[config.mk]
export PLATFORM = sky130hd
export DESIGN_NAME = header_length_xor_frame_parser
export DESIGN_NICKNAME = d
export VERILOG_FILES = /design/src/hw/rtl/hlxfp_pkg.sv /design/src/hw/rtl/header_length_xor_frame_parser.sv
export SDC_FILE = /design/constraint.sdc
export NUM_CORES = 1
export LEC_CHECK = 0
export ABC_CLOCK_PERIOD_IN_PS = 5090
export BUFFER_PORTS_ARGS = -buffer_cell sky130_fd_sc_hd__clkbuf_2
export CAP_MARGIN = 20
export CORE_UTILIZATION = 25
export DETAILED_ROUTE_END_ITERATION = 6
export PLACE_DENSITY = 0.46
export REMOVE_ABC_BUFFERS = 1
export SYNTH_ARGS = -nofsm -noshare
export SYNTH_HDL_FRONTEND = slang
export SYNTH_SLANG_ARGS = --single-unit
[constraint.sdc]
create_clock -name clk -period 5.09 [get_ports clk]
set_input_delay 0.7635 -clock clk [delete_from_list [all_inputs] [get_ports clk]]
set_output_delay 0.7635 -clock clk [all_outputs]
set_load 0.01 [all_outputs]
[src/hw/rtl/hlxfp_pkg.sv]
// ----------------------------------------------------------------------------
// hlxfp_pkg
// Shared types and constants for the header / length / xor frame parser.
// ----------------------------------------------------------------------------
package hlxfp_pkg;

	// default sizing
	localparam int BUF_SIZE_DEF   = 64;
	localparam int HEADER_MAX_DEF = 4;

	// parser phase
	typedef enum logic [1:0] {
		PH_HUNT = 2'd0,
		PH_LEN  = 2'd1,
		PH_BODY = 2'd2
	} phase_t;

	// frame status codes
	typedef enum logic [1:0] {
		ST_OK       = 2'd0,
		ST_XOR_BAD  = 2'd1,
		ST_OVERSIZE = 2'd2
	} status_t;

	// register indexes on the config port
	localparam logic REG_HDR_PATTERN = 1'b0;
	localparam logic REG_HDR_LENGTH  = 1'b1;

	// reset values of the config registers
	localparam logic [31:0] HDR_PATTERN_RST = 32'h0000_0000;
	localparam logic [2:0]  HDR_LENGTH_RST  = 3'd1;

endpackage

[src/hw/rtl/header_length_xor_frame_parser.sv]
// ----------------------------------------------------------------------------
// header_length_xor_frame_parser
// Serial frame parser: header hunt, length byte, xor checksum check.
// ----------------------------------------------------------------------------
// Usage:
//   s_* carries received bytes, one per request (s_tdata = rx_byte).
//   The parser hunts for a header of header_length bytes taken from
//   header_pattern, then takes a length byte L and L further bytes, the
//   last being the xor of the length byte and the bytes between.
//   m_* carries one request per frame end: m_tdata = {frequency, command},
//   m_tuser = status (ok, checksum mismatch, length at or above buffer size).
//   Latency: the result is valid on the cycle after the byte that ends the
//   frame is accepted. Throughput: one byte per cycle while the single
//   result register is free or draining; each byte passes through the
//   header compares or the xor, and a counter update.
//   Reset clears the parser to header hunting and the registers to pattern
//   zero and length one. When the receiver stalls with a result pending,
//   s_tready follows m_tready, so a byte is only taken if the result
//   register drains in the same cycle.
//   Config writes use the APB-style port; the user must write only while idle (not enforced).
// ----------------------------------------------------------------------------
module header_length_xor_frame_parser
	import hlxfp_pkg::*;
#(
	parameter int BUF_SIZE   = BUF_SIZE_DEF,
	parameter int HEADER_MAX = HEADER_MAX_DEF
) (
	input  logic        clk,
	input  logic        arst_n,
	// config port
	input  logic        psel,
	input  logic        penable,
	input  logic        pwrite,
	input  logic [2:0]  paddr,
	input  logic [31:0] pwdata,
	output logic [31:0] prdata,
	output logic        pready,
	// byte input
	input  logic        s_tvalid,
	output logic        s_tready,
	input  logic [7:0]  s_tdata,   // [7:0] rx_byte
	// frame result
	output logic        m_tvalid,
	input  logic        m_tready,
	output logic [39:0] m_tdata,   // [7:0] command, [39:8] frequency
	output logic [1:0]  m_tuser    // [1:0] status
);

	localparam int CNT_W = (HEADER_MAX > 1) ? $clog2(HEADER_MAX) : 1;

	// header byte k of the pattern, zero beyond the 32-bit register
	function automatic logic [7:0] hdr_byte(input logic [31:0] pat,
		input logic [CNT_W-1:0] k);
		logic [7:0] r;
		r = 8'd0;
		if (32'(k) < 32'd4) begin
			r = pat[8*k +: 8];
		end
		return r;
	endfunction

	// config registers
	logic [31:0] hdr_pattern_q;
	logic [2:0]  hdr_length_q;

	// parser state
	phase_t           phase_q, phase_d;
	logic [CNT_W-1:0] cnt_q, cnt_d;
	logic [7:0]       frame_len_q, frame_len_d;
	logic [7:0]       idx_q, idx_d;
	logic [7:0]       xor_q, xor_d;
	logic [7:0]       cmd_q, cmd_d;
	logic [31:0]      freq_q, freq_d;

	// result register
	logic        m_tvalid_q;
	logic [39:0] m_tdata_q;
	logic [1:0]  m_tuser_q;

	// combinational results
	logic        in_acc;
	logic        emit;
	status_t     res_status;
	logic [3:0]  len_eff;
	logic [CNT_W-1:0] cnt_cur;
	logic [3:0]  cnt_new;
	logic        hunt_done;
	logic        len_over;
	logic        len_zero;
	logic        body_end;
	logic [7:0]  b;

	assign b        = s_tdata;
	assign s_tready = !m_tvalid_q || m_tready;
	assign in_acc   = s_tvalid && s_tready;

	// config write and read
	assign pready = 1'b1;

	always_ff @(posedge clk or negedge arst_n) begin
		if (!arst_n) begin
			hdr_pattern_q <= HDR_PATTERN_RST;
			hdr_length_q  <= HDR_LENGTH_RST;
		end else if (psel && penable && pwrite && pready) begin
			unique case (paddr[2])
				REG_HDR_PATTERN: hdr_pattern_q <= pwdata;
				REG_HDR_LENGTH:  hdr_length_q  <= pwdata[2:0];
				default: ;
			endcase
		end
	end

	always_comb begin
		unique case (paddr[2])
			REG_HDR_PATTERN: prdata = hdr_pattern_q;
			REG_HDR_LENGTH:  prdata = {29'd0, hdr_length_q};
			default:         prdata = 32'd0;
		endcase
	end

	// effective header length, clamped to 1..HEADER_MAX
	always_comb begin
		if (hdr_length_q == 3'd0) begin
			len_eff = 4'd1;
		end else if (4'(hdr_length_q) > 4'(HEADER_MAX)) begin
			len_eff = 4'(HEADER_MAX);
		end else begin
			len_eff = 4'(hdr_length_q);
		end
	end

	// header match step, a mismatch retries the byte as header byte 0
	always_comb begin
		cnt_cur = (4'(cnt_q) >= len_eff) ? '0 : cnt_q;
		if (b == hdr_byte(hdr_pattern_q, cnt_cur)) begin
			cnt_new = 4'(cnt_cur) + 4'd1;
		end else if (b == hdr_byte(hdr_pattern_q, '0)) begin
			cnt_new = 4'd1;
		end else begin
			cnt_new = 4'd0;
		end
		hunt_done = (cnt_new >= len_eff);
	end

	// frame condition flags
	assign len_over = ({1'b0, b} >= 9'(BUF_SIZE));
	assign len_zero = (b == 8'd0);
	assign body_end = (idx_q >= frame_len_q);

	// next phase
	always_comb begin
		unique case (phase_q)
			PH_LEN: begin
				phase_d = (len_over || len_zero) ? PH_HUNT : PH_BODY;
			end
			PH_BODY: begin
				phase_d = body_end ? PH_HUNT : PH_BODY;
			end
			default: begin
				phase_d = hunt_done ? PH_LEN : PH_HUNT;
			end
		endcase
	end

	// datapath and result
	always_comb begin
		cnt_d       = cnt_q;
		frame_len_d = frame_len_q;
		idx_d       = idx_q;
		xor_d       = xor_q;
		cmd_d       = cmd_q;
		freq_d      = freq_q;
		emit        = 1'b0;
		res_status  = ST_OK;
		unique case (phase_q)
			PH_LEN: begin
				frame_len_d = b;
				xor_d       = b;
				idx_d       = 8'd1;
				cmd_d       = 8'd0;
				freq_d      = 32'd0;
				cnt_d       = '0;
				if (len_over) begin
					emit       = 1'b1;
					res_status = ST_OVERSIZE;
				end else if (len_zero) begin
					emit       = 1'b1;
					res_status = ST_OK;
				end
			end
			PH_BODY: begin
				unique case (idx_q)
					8'd1:    cmd_d  = b;
					8'd2:    freq_d = freq_q | {b, 24'd0};
					8'd3:    freq_d = freq_q | {8'd0, b, 16'd0};
					8'd4:    freq_d = freq_q | {16'd0, b, 8'd0};
					8'd5:    freq_d = freq_q | {24'd0, b};
					default: ;
				endcase
				if (body_end) begin
					emit       = 1'b1;
					res_status = (b == xor_q) ? ST_OK : ST_XOR_BAD;
					cnt_d      = '0;
				end else begin
					xor_d = xor_q ^ b;
					idx_d = idx_q + 8'd1;
				end
			end
			default: begin
				cnt_d = hunt_done ? '0 : CNT_W'(cnt_new);
			end
		endcase
	end

	// parser state registers
	always_ff @(posedge clk or negedge arst_n) begin
		if (!arst_n) begin
			phase_q     <= PH_HUNT;
			cnt_q       <= '0;
			frame_len_q <= 8'd0;
			idx_q       <= 8'd0;
			xor_q       <= 8'd0;
			cmd_q       <= 8'd0;
			freq_q      <= 32'd0;
		end else if (in_acc) begin
			phase_q     <= phase_d;
			cnt_q       <= cnt_d;
			frame_len_q <= frame_len_d;
			idx_q       <= idx_d;
			xor_q       <= xor_d;
			cmd_q       <= cmd_d;
			freq_q      <= freq_d;
		end
	end

	// result register
	always_ff @(posedge clk or negedge arst_n) begin
		if (!arst_n) begin
			m_tvalid_q <= 1'b0;
		end else if (in_acc && emit) begin
			m_tvalid_q <= 1'b1;
		end else if (m_tready) begin
			m_tvalid_q <= 1'b0;
		end
	end

	always_ff @(posedge clk) begin
		if (in_acc && emit) begin
			if (res_status == ST_OK) begin
				m_tdata_q <= {freq_d, cmd_d};
			end else begin
				m_tdata_q <= 40'd0;
			end
			m_tuser_q <= res_status;
		end
	end

	assign m_tvalid = m_tvalid_q;
	assign m_tdata  = m_tdata_q;
	assign m_tuser  = m_tuser_q;

endmodule

==> Word-level counts from Yosys, hierarchy flattened <==
Index checks and enable logic that the tools add are counted.
{ "classes": {"addsub": 2, "multipliers": 0, "div": 0, "n_lt_le_gt_ge": 5, "eq_ne": 12, "shift": 1, "n_mux": 32, "bitwise": 6, "n_reduce_logical": 17} }
{ "ops": {"columns": ["cell", "count"], "rows": [
  ["case mux 32 bit (2 select lines)", 2],
  ["case mux 32 bit (4 select lines)", 1],
  ["case mux 8 bit (2 select lines)", 3],
  ["2-to-1 mux 8 bit", 4],
  ["OR 32 x 16 -> 32 bit", 1],
  ["OR 32 x 24 -> 32 bit", 1],
  ["OR 32 bit", 1],
  ["OR 32 x 8 -> 32 bit", 1],
  ["variable part select 32 x 6 -> 8 bit", 1],
  ["equality test 8 bit", 3],
  ["equality test 8 x 2 -> 1 bit, second input constant", 2],
  ["equality test 8 x 3 -> 1 bit, second input constant", 2],
  ["2-to-1 mux 2 bit", 6],
  ["case mux 2 bit (2 select lines)", 3],
  ["2-to-1 mux 1 bit", 9],
  ["2-to-1 mux 3 bit", 3],
  ["adder 8 x 1 -> 8 bit, second input constant", 1],
  ["equality test 8 x 1 -> 1 bit, second input constant", 1],
  [">= comparator 8 x 7 -> 1 bit, second input constant", 1],
  [">= comparator 8 bit", 1],
  ["zero test 8 bit", 1],
  ["AND reduction 2 bit", 4],
  ["bitwise XOR 8 bit", 1],
  [">= comparator 2 x 4 -> 1 bit", 1],
  ["other kinds (15)", 21]
]} }
{ "totals": {"regBits": 146, "latchBits": 0, "mem_bits_rw": 0, "mem_bits_ro": 0, "input_bits": 50, "output_inout_bits": 77, "wordCells": 87, "memories": 0} }

==> Logic depth before layout (Yosys ltp) <==
Gate-level depths: netlist of the first run.
{ "depth": {"word_depth": 14, "mapped_depth": 18, "mapped_depth_nobuf": 17} }

==> Least setup slack after synthesis of the first run <==
No wires, ideal clock.
{ "synth_path": {"kind": "input to register", "from": "input s_tdata[0]", "to": "register m_tdata_q[0], in the netlist m_tdata[0] (enable)", "setup_ps": 493, "arrival_time_ps": 4713, "required_time_ps": 4597, "path_slack_ps": -116, "stages": 6, "n_path_buf": 1, "cell_sequence": "clkbuf_1 -> or4_1 -> o31a_1 -> inv_1 -> a2bb2oi_1 -> nor3_1"} }
{ "synth_between": {"elab_chain_len": 5, "elab_cells_between_ends": 6, "classes_between": "1 x order compare; 3 x mux; 2 x reduce/logical"} }
{ "synth_lines": {"columns": ["element", "line", "text"], "rows": [
  ["from (decl)", "header_length_xor_frame_parser.sv:41", "input logic [7:0] s_tdata,"],
  ["branches (longest 2 deep; another with >= comparator 8 x 7 -> 1 bit)", null, null],
  ["2-to-1 mux 1 bit *", "header_length_xor_frame_parser.sv:183", "if (len_over) begin"],
  ["case mux 1 bit (2 select lines) *", "header_length_xor_frame_parser.sv:175", "unique case (phase_q)"],
  ["logical AND 1 bit *", "header_length_xor_frame_parser.sv:248", "if (in_acc && emit) begin"],
  ["to (signal assigned)", "header_length_xor_frame_parser.sv:250", "m_tdata_q <= {freq_d, cmd_d};"],
  ["to (decl)", "header_length_xor_frame_parser.sv:77", "logic [39:0] m_tdata_q;"]
]} }
Every way passes the cells marked *.
A chain may end at the register's enable or synchronous reset.

==> Final worst setup path of the first run <==
{ "layout_path": {"from": "register hdr_length_q[0]", "to": "register cnt_q[1]"} }
{ "layout_between": {"elab_chain_len": 11, "elab_cells_between_ends": 13, "classes_between": "1 x add/sub; 3 x order compare; 1 x eq/ne; 1 x shift; 6 x mux; 1 x reduce/logical"} }
{ "layout_lines": {"columns": ["element", "line", "text"], "rows": [
  ["from (decl)", "header_length_xor_frame_parser.sv:64", "logic [2:0] hdr_length_q;"],
  ["from (signal assigned)", "header_length_xor_frame_parser.sv:107", "REG_HDR_LENGTH: hdr_length_q <= pwdata[2:0];"],
  ["> comparator 3 bit", "header_length_xor_frame_parser.sv:125", "end else if (4'(hdr_length_q) > 4'(HEADER_MAX)) begin"],
  ["2-to-1 mux 3 bit", "header_length_xor_frame_parser.sv:125", null],
  ["2-to-1 mux 3 bit *", "header_length_xor_frame_parser.sv:123", "if (hdr_length_q == 3'd0) begin"],
  [">= comparator 2 x 4 -> 1 bit", "header_length_xor_frame_parser.sv:134", "cnt_cur = (4'(cnt_q) >= len_eff) ? '0 : cnt_q;"],
  ["2-to-1 mux 2 bit", "header_length_xor_frame_parser.sv:134", null],
  ["variable part select 32 x 6 -> 8 bit", "header_length_xor_frame_parser.sv:57", "r = pat[8*k +: 8];"],
  ["equality test 8 bit", "header_length_xor_frame_parser.sv:135", "if (b == hdr_byte(hdr_pattern_q, cnt_cur)) begin"],
  ["2-to-1 mux 3 bit", "header_length_xor_frame_parser.sv:135", null],
  [">= comparator 4 bit", "header_length_xor_frame_parser.sv:142", "hunt_done = (cnt_new >= len_eff);"],
  ["2-to-1 mux 2 bit *", "header_length_xor_frame_parser.sv:210", "cnt_d = hunt_done ? '0 : CNT_W'(cnt_new);"],
  ["case mux 2 bit (2 select lines) *", "header_length_xor_frame_parser.sv:175", null],
  ["to (signal assigned)", "header_length_xor_frame_parser.sv:227", "cnt_q <= cnt_d;"],
  ["to (decl)", "header_length_xor_frame_parser.sv:68", "logic [CNT_W-1:0] cnt_q, cnt_d;"]
]} }
Mark *: on every way between the ends. The rest lies on a longest branch, timed or not.

==> results of run 1 <==
## layout make-up
cell class / count / area, µm² / share of cell area (%)
Tap cell: 378 / 473.0 / 5.376
Inverter: 17 / 63.81 / 0.7254
Clock buffer: 17 / 425.4 / 4.836
Sequential cell: 146 / 3865 / 43.93
Clock inverter: 15 / 181.4 / 2.062
Multi-Input combinational cell: 460 / 3118 / 35.44
Timing Repair Buffer: 130 / 670.6 / 7.623
## sequential cells by signal (all words and copies together) (netlist names)
register / cells
cnt_q: 2
xor_q: 8
idx_q: 8
cmd_q: 8
frame_len_q: 8
phase_q: 2
freq_q: 32
m_tuser: 2
hdr_pattern_q: 32
hdr_length_q: 3
m_tvalid: 1
m_tdata: 40
## power groups by stage
stage               combinational [mW]  clock (mW)  sequential (mW)
finish                            1.07        1.27             1.58
global placement                  1.08           0             1.60
detailed placement                1.08           0             1.60
global route                      1.21        1.35             1.61
CTS                               1.09        1.31             1.58
floorplan                        0.737           0             1.57
## cells in the final DEF, fill, tap and decap left out, types with 6 or more instances in the layout
| cell | count |
|---|---|
| nor3_1 | 10 |
| or4_1 | 12 |
| dfrtp_1 | 103 |
| a22o_1 | 9 |
| mux2i_1 | 8 |
| mux2_2 | 46 |
| ha_1 | 20 |
| nand2_1 | 27 |
| inv_1 | 17 |
| nor2_1 | 84 |
| and2_1 | 7 |
| a21oi_1 | 83 |
| edfxtp_1 | 42 |
| a211oi_1 | 8 |
| nand4_1 | 6 |
| nand2b_1 | 6 |
| nor2b_1 | 45 |
| buf_4 | 8 |
| o31ai_1 | 12 |
| xor2_1 | 22 |
| clkbuf_2 | 122 |
| clkbuf_16 | 17 |
## per-stage QoR
step	hold WS, ps	cells	cell area (µm²)
2_1_floorplan	463.3	623	7023
3_5_place_dp	480.4	1131	8190
5_1_grt	349.8	1163	8797
3_3_place_gp	476.3	1131	8190
6_report	313.6	1163	8797
4_1_cts	323.6	1163	8797
## cell families (layout without fill, tap and decap cells)
| logic type | Yosys count | count (layout) | share of synthesized area, % |
|---|---|---|---|
| fa+ha+maj | 20 | 20 | 3.465 |
| compound gates | 134 | 134 | 11.54 |
| xor+xnor | 27 | 27 | 3.274 |
| mux | 55 | 55 | 8.489 |
| buf+inv | 63 | 179 | 3.638 |
| other cells | 1 | 1 | 0.05193 |
| simple gates | 223 | 223 | 16.03 |
| flops | 146 | 146 | 53.52 |
## routing by layer
metal	vias to the layer above	part of all wire (%)
li1	2560	-
met5	-	0
met2	142	44
met1	2461	50
met3	9	6.0
met4	0	0.61
## critical path, stage by stage, from the launching register on
cell and delay [ps]:
dfstp_2 540, inv_1 40, a21oi_1 210, ha_1 290, nor2b_2 220, o211ai_4 180, a211oi_1 310, or4_1 160
nand4_1 140, nor4_2 430, mux2_4 350, ha_1 270, nand2b_1 140, a21o_1 170, a21oi_1 210, nand2_1 110
nor3_1 170, a22o_1 140
## final timing paths
| path | to | depth (start not counted) |
|---|---|---|
| max | cnt_q[1]$_DFFE_PN0P_ | 17 |
| min | hdr_pattern_q[31]$_DFFE_PN0P_ | 1 |
| max reg2reg | cnt_q[1]$_DFFE_PN0P_ | 17 |
| min reg2reg | freq_q[21]$_DFFE_PN0P_ | 2 |
| max in group asynchronous | m_tvalid$_DFFE_PN0P_ | 2 |
| min in group clk | freq_q[21]$_DFFE_PN0P_ | 2 |
==> results.cfg, run 1 <==
[final_layout]
fillers = 2982
drive_gt1_share_pct = 28.54
post-route-util_pct = 31.32
syn2layout_area_growth_pct = 21.81
nets = 842
antenna_cells = 0

[yosys]
synth_most_common_cell = dfrtp_1
yosysTopAreaCell = dfrtp_1
ys.flop_type = dfrtp_1
synth.top_cell.area_share_pct = 35.69
yosysWarnings = 0
netlist_instances = 669
ys_types = 59
synth_area_leaders = dfrtp_1 36%, edfxtp_1 17%, mux2_2 7.2%
synth_area_um2 = 7222
synth_edf_count = 42
synthTopCellsByCount = 103 x dfrtp_1, 84 x nor2_1, 83 x a21oi_1
synth_seq_area_share_pct = 53.52
synthArstFlopShare_pct = 71.23
ys_ff_latch = 146
synth.avg_cell_area_um2 = 10.80

[worst_hold_path]
holdCritPathClass = in2async

[drt]
viasPerCell = 4.447
wl_um = 17950
first_pass_iters = 4
wl_per_cell_um = 15.43
initialDrtViolationCount = 256
vias = 5172
antenna_left = 0
route.detailed.drc = 0

[grt]
grt_pass1_vias = 5067
grt_start_max_net_pins = 43
grt_pass1_wl_um = 28620
antenna_found_initial = 0
grt_use_total_pct = 12.68
grtUsageMet2_pct = 19.04
met3_usage_pct = 3.616
grt-busiest-layer = met2
gr-total-overflow = 0
grt_use_met1_pct = 17.73

[sta]
slew_violations = 0
fin_crit_ps = 4145
fmax_mhz = 241.3
setup_viol = 0
layout_setup_ws_ps = 945.2
fin_skew_ps = 15.27
slew_headroom_pct = 50.49
hold_violations = 0
rsz0062_at_grt = false
finalCritPeriodShare_pct = 81.43
tns_ps = 0
worstMarginPinSlew_ps = 741.1

[die]
start_util_pct = 25.71
die_h_um = 172.0
core_region_area_um2 = 28090
io_pins = 127
dieArea_um2 = 29570
rows = 61
die_w_um = 172.0

[clocking]
post_cts_buffers = 0
cts_root_buffer = clkbuf_16
cts_sinks = 146
cts_tree = built
hold_buffers = 0
htree_levels = 4
ctsResizeCount = 0
numCtsBuffers = 17
clk_latency_ps = 430
clk_path_buf_depth = 2
clk_pin_slew_worst_paths_ps = 70

[power]
p_leak_nw = 3.898
net-switching-power_mw = 1.387
p_int_mw = 2.528
clkPwrFrac_pct = 32.4
max-vdd-ir-drop_mv = 0.1941
power.share.combinational_pct = 27.3
switching_share_pct = 35.44
seqPwrFrac_pct = 40.3
power.density_nw_per_um2 = 445.1
finalPower_mw = 3.915

[worst_setup_path]
rr_startpoint = hdr_length_q[0]$_DFFE_PN1P_
startpoint_type = register
setup.worst_path.start = hdr_length_q[0]$_DFFE_PN1P_
worstSetupPathType = reg2reg
crit_path_end_kind = register
worstPathArrival_ps = 4510
reg2reg_slack_ps = 950
cp.required_ps = 5460
path_max_fanout = 9

[placed_design]
place.gp.congestion = 0.7410
portBuffers = 123
dp_slack_ps = 913.8
dpl.hpwl_um = 12380

[status]
outcome = completed

[job]
cap_violations = 0
Note: power is estimated with default switching activity, not from simulation.
==> run 2: changes to the inputs <==
--- a/config.mk
+++ b/config.mk
@@ -5,12 +5,13 @@
 export SDC_FILE = /design/constraint.sdc
 export NUM_CORES = 1
 export LEC_CHECK = 0
-export ABC_CLOCK_PERIOD_IN_PS = 5090
+export ABC_AREA = 1
+export ABC_CLOCK_PERIOD_IN_PS = 4300
 export BUFFER_PORTS_ARGS = -buffer_cell sky130_fd_sc_hd__clkbuf_2
 export CAP_MARGIN = 20
 export CORE_UTILIZATION = 25
 export DETAILED_ROUTE_END_ITERATION = 6
-export PLACE_DENSITY = 0.46
+export PLACE_DENSITY = 0.45
 export REMOVE_ABC_BUFFERS = 1
 export SYNTH_ARGS = -nofsm -noshare
 export SYNTH_HDL_FRONTEND = slang
==> constraint.sdc (replaced) <==
create_clock -name clk -period 4.3 [get_ports clk]
set_input_delay 0.645 -clock clk [delete_from_list [all_inputs] [get_ports clk]]
set_output_delay 0.645 -clock clk [all_outputs]
set_load 0.01 [all_outputs]
==> results.cfg, run 2 <==
[status]
outcome = completed

[yosys]
synth_area_leaders = dfrtp_1 35%, edfxtp_1 17%, nand2_1 9.3%
ys.flop_type = dfrtp_1
ys_types = 38
synthTopCellsByCount = 186 x nand2_1, 111 x nor2_1, 103 x dfrtp_1
synth_seq_area_share_pct = 51.76
synth_area_um2 = 7467
synthArstFlopShare_pct = 71.23
yosysTopAreaCell = dfrtp_1
yosysWarnings = 0
synth.avg_cell_area_um2 = 8.457
synth_most_common_cell = nand2_1
ys_ff_latch = 146
synth.top_cell.area_share_pct = 34.52
synth_edf_count = 42
netlist_instances = 883

[drt]
first_pass_iters = 7
initialDrtViolationCount = 402
wl_per_cell_um = 14.34
route.detailed.drc = 0
vias = 6104
antenna_left = 0
wl_um = 19940
viasPerCell = 4.388

[final_layout]
syn2layout_area_growth_pct = 21.20
largest_reg_flops = 40
nets = 1064
drive_gt1_share_pct = 22.24
antenna_cells = 0
fillers = 3150
mostFrequentLayoutCell = nand2_1
layout_common_cells = 184 x nand2_1, 122 x clkbuf_2, 110 x nor2_1, 103 x dfrtp_1, 101 x o21ai_0

[sta]
slew_violations = 0
fin_crit_ps = 3722
rsz0062_at_grt = false
slew_headroom_pct = 37.94
fin_skew_ps = 13.06
hold_violations = 0
setup_viol = 0
finalCritPeriodShare_pct = 86.57
fmax_mhz = 268.6
worstMarginPinSlew_ps = 930.9
layout_setup_ws_ps = 577.5

[placed_design]
portBuffers = 123
dpl.hpwl_um = 14140
dp_slack_ps = 466.9
place.gp.congestion = 0.7726

[die]
die_w_um = 174.8
die_h_um = 174.8
io_pins = 127
dieArea_um2 = 30560
rows = 62
core_region_area_um2 = 29010
start_util_pct = 25.74

[power]
switching_share_pct = 35.02
power.density_nw_per_um2 = 505.1
seqPwrFrac_pct = 39.4
max-vdd-ir-drop_mv = 0.2888
finalPower_mw = 4.571
p_int_mw = 2.971
net-switching-power_mw = 1.601
clkPwrFrac_pct = 33.5
p_leak_nw = 4.140
power.share.combinational_pct = 27.1

[worst_setup_path]
cp.required_ps = 4660
crit_path_end_kind = register
worstSetupPathType = reg2reg
path_max_fanout = 19
startpoint_type = register
worstPathArrival_ps = 4090

[clocking]
cts_sinks = 146
cts_root_buffer = clkbuf_16
post_cts_buffers = 0
clk_latency_ps = 430
clk_pin_slew_worst_paths_ps = 60
hold_buffers = 0
htree_levels = 4
ctsResizeCount = 0
cts_tree = built
clk_path_buf_depth = 2
numCtsBuffers = 17

[job]
cap_violations = 0

[grt]
grt_pass1_vias = 5912
antenna_found_initial = 0
grt_use_total_pct = 13.79
grt_start_max_net_pins = 71
met3_usage_pct = 3.177
grt_use_met1_pct = 19.95
grtUsageMet2_pct = 20.82
gr-total-overflow = 0
grt-busiest-layer = met2
grt_pass1_wl_um = 33060

[worst_hold_path]
holdCritPathClass = in2async
-- run 2: cell type report --
cell class	count	area, µm²	share of cell area (%)
inverters	90	340.3	3.761
clock inverters	14	168.9	1.866
flip-flops and latches	146	3865	42.71
multi-input cells	606	3060	33.82
well taps	384	480.5	5.309
clock buffers	18	429.2	4.742
repair buffers	133	705.7	7.798
-- run 2: power by group through the flow --
stage / clock network (mW) / logic (mW) / registers (mW)
floorplan: 0 / 0.834 / 1.82
global placement: 0 / 1.25 / 1.82
detailed placement: 0 / 1.26 / 1.83
CTS: 1.57 / 1.27 / 1.80
global route: 1.62 / 1.44 / 1.83
finish: 1.53 / 1.24 / 1.80
-- run 2: logic make-up after synthesis --
family,share of synthesized area (%)
adders and majority gates,3.351
AOI/OAI and AO/OA,11.44
and+or+nand+nor,24.56
buffers and inverters,7.423
other,0.05022
DFF,51.76
xor gates and xnor gates,1.407
-- run 2: path summary, 6_finish.rpt --
kind | from | end | slack [ps] | cells after the start
worst min register to register | freq_q[8]$_DFFE_PN0P_ | freq_q[8]$_DFFE_PN0P_ | 480 | 2
worst min-delay path | arst_n | hdr_pattern_q[0]$_DFFE_PN0P_ | 270 | 1
worst max register to register | hdr_length_q[2]$_DFFE_PN0P_ | cnt_q[0]$_DFFE_PN0P_ | 580 | 27
min in group clk | pwdata[0] | hdr_length_q[0]$_DFFE_PN1P_ | 460 | 3
worst max-delay path | hdr_length_q[2]$_DFFE_PN0P_ | cnt_q[0]$_DFFE_PN0P_ | 580 | 27
max in group asynchronous | arst_n | hdr_pattern_q[5]$_DFFE_PN0P_ | 3180 | 2
-- run 2: routing by layer --
metal | vias up | share of wire, %
met1 | 2814 | 51
met5 | - | 0
met3 | 12 | 5.3
li1 | 3106 | -
met4 | 0 | 0.67
met2 | 172 | 43
-- run 2: critical path: stages (launching register included) --
cell,delay (ps)
dfrtp_1,420
inv_2,140
nand2_1,100
ha_1,330
nand2_1,80
nand2_1,70
nand2_4,210
nand3_4,200
inv_4,170
nand3_1,120
nand2_1,80
nand2_1,40
nand2_1,50
nand2_1,50
nor2_1,190
nand2_1,130
nand2_1,100
nand2_1,60
ha_1,270
nor2_1,100
inv_1,40
a21oi_1,110
inv_1,50
a21oi_1,190
nand4_1,130
inv_1,90
nand3_1,80
nand2_1,60
-- run 2: stage by stage --
stage	util, %	cell area, µm²	std cells	TNS [ps]	hold slack [ps]
detailed placement	29.05	8429	1358	0	469.4
global route	31.19	9050	1391	0	313.1
finish	31.19	9050	1391	0	267.0
global placement	29.05	8429	1358	0	461.8
floorplan	-	7251	842	-6391	349.4
CTS	31.12	9027	1390	0	292.8
==> run 3: changes to the inputs <==
--- a/config.mk
+++ b/config.mk
@@ -9,9 +9,9 @@
 export ABC_CLOCK_PERIOD_IN_PS = 4300
 export BUFFER_PORTS_ARGS = -buffer_cell sky130_fd_sc_hd__clkbuf_2
 export CAP_MARGIN = 20
-export CORE_UTILIZATION = 25
+export CORE_UTILIZATION = 50
 export DETAILED_ROUTE_END_ITERATION = 6
-export PLACE_DENSITY = 0.45
+export PLACE_DENSITY = 0.75
 export REMOVE_ABC_BUFFERS = 1
 export SYNTH_ARGS = -nofsm -noshare
 export SYNTH_HDL_FRONTEND = slang
==> results.cfg, run 3 (synthesis results as in run 2) <==
[status]
outcome = completed

[power]
seqPwrFrac_pct = 39.8
switching_share_pct = 33.73
clkPwrFrac_pct = 32.6
net-switching-power_mw = 1.528
power.share.combinational_pct = 27.5
p_int_mw = 3.002
p_leak_nw = 4.135
power.density_nw_per_um2 = 515.2
finalPower_mw = 4.529
max-vdd-ir-drop_mv = 0.3290

[grt]
gr-total-overflow = 0
grt_pass1_wl_um = 29330
grt_start_max_net_pins = 80
grt_pass1_vias = 5955
antenna_found_initial = 0
grt_use_total_pct = 23.77

[drt]
wl_um = 17630
initialDrtViolationCount = 497
first_pass_iters = 6
viasPerCell = 5.362
route.detailed.drc = 0
wl_per_cell_um = 14.83
antenna_left = 0
vias = 6376

[clocking]
numCtsBuffers = 17
cts_root_buffer = clkbuf_16
cts_tree = built
clk_latency_ps = 430
clk_path_buf_depth = 2
htree_levels = 4
hold_buffers = 0
post_cts_buffers = 0
clk_pin_slew_worst_paths_ps = 60
ctsResizeCount = 0
cts_sinks = 146

[final_layout]
nets = 1062
antenna_cells = 0
drive_gt1_share_pct = 21.99
mostFrequentLayoutCell = nand2_1
largest_reg_flops = 40
fillers = 1292
syn2layout_area_growth_pct = 17.74
layout_common_cells = 184 x nand2_1, 122 x clkbuf_2, 110 x nor2_1, 103 x dfrtp_1, 101 x o21ai_0

[worst_setup_path]
startpoint_type = register
critPathSlowestCell = dfstp_2
crit_top_cell = nand2_1
worstSetupPathType = reg2reg
worstPathArrival_ps = 4120
crit_path_end_kind = register
max_stage_delay_ps = 530
cp_num_buf_inv = 6
cp.required_ps = 4660
critPathTopFamily = simple AND/OR/NAND/NOR gates
path_max_fanout = 19

[die]
io_pins = 127
start_util_pct = 51.38
die_h_um = 124.2
die_w_um = 124.2
rows = 44
dieArea_um2 = 15430
core_region_area_um2 = 14530

[sta]
hold_violations = 0
slew_headroom_pct = 47.99
fin_crit_ps = 3757
slew_violations = 0
finalCritPeriodShare_pct = 87.36
fmax_mhz = 266.2
rsz0062_at_grt = false
layout_setup_ws_ps = 543.5
worstMarginPinSlew_ps = 778.4
fin_skew_ps = 6.425
tns_ps = 0
setup_viol = 0

[placed_design]
portBuffers = 123
place.gp.congestion = 0.8419
dpl.hpwl_um = 11970
dp_slack_ps = 622.1

[job]
cap_violations = 0

[worst_hold_path]
holdCritPathClass = in2async
run 3: layout make-up:
class,instances,area [µm²],share of cell area (%)
clock buffers,21,460.4,5.237
clock inverters,11,127.6,1.452
inverters,90,337.8,3.842
multi-input cells,606,3060,34.81
flip-flops and latches,146,3865,43.96
well taps,184,230.2,2.618
repair buffers,131,710.7,8.083
run 3: worst paths after layout:
kind	from	end	slack (ps)	cells past startpoint
setup / recovery	hdr_length_q[0]$_DFFE_PN1P_	cnt_q[0]$_DFFE_PN0P_	540	28
hold / removal	arst_n	hdr_pattern_q[22]$_DFFE_PN0P_	170	1
setup reg to reg	hdr_length_q[0]$_DFFE_PN1P_	cnt_q[0]$_DFFE_PN0P_	540	28
hold reg to reg	freq_q[21]$_DFFE_PN0P_	freq_q[21]$_DFFE_PN0P_	480	2
max in group asynchronous	arst_n	freq_q[14]$_DFFE_PN0P_	3240	2
min in group clk	pwdata[0]	hdr_length_q[0]$_DFFE_PN1P_	430	3
run 3: per-layer routing:
metal  share of wire [%]  up-vias  GRT usage [%]
met5                   0        -              0
met4                 1.8        0          8.150
met3                 6.1       27          5.474
met2                  48      225          37.18
met1                  44     3013          32.50
li1                    -     3111              -
run 3: worst reg2reg max path, delay by kind of cell (launching register included):
family / cells / cell delay (ps)
adder cells (fa/ha/maj): 2 / 460
AO/OA/AOI/OAI: 3 / 520
flip-flops: 1 / 530
buffers and inverters: 6 / 480
AND/OR/NAND/NOR: 17 / 1720
run 3: metrics by stage:
stage	utilization, %	instances	instance area (µm²)	hold slack [ps]
after floorplan	-	842	7251	349.4
after global placement	56.12	1155	8157	461.2
after detailed placement	56.12	1155	8157	471.5
after CTS	60.17	1187	8745	186.2
after global routing	60.49	1189	8792	208.8
final	60.49	1189	8792	168.0
run 3: power groups by stage:
stage          Clock (mW)  Sequential, mW  Combinational (mW)
3_3_place_gp            0            1.82                1.18
4_1_cts              1.49            1.80                1.22
2_1_floorplan           0            1.82               0.834
5_1_grt              1.55            1.83                1.41
3_5_place_dp            0            1.83                1.21
6_report             1.48            1.80                1.25
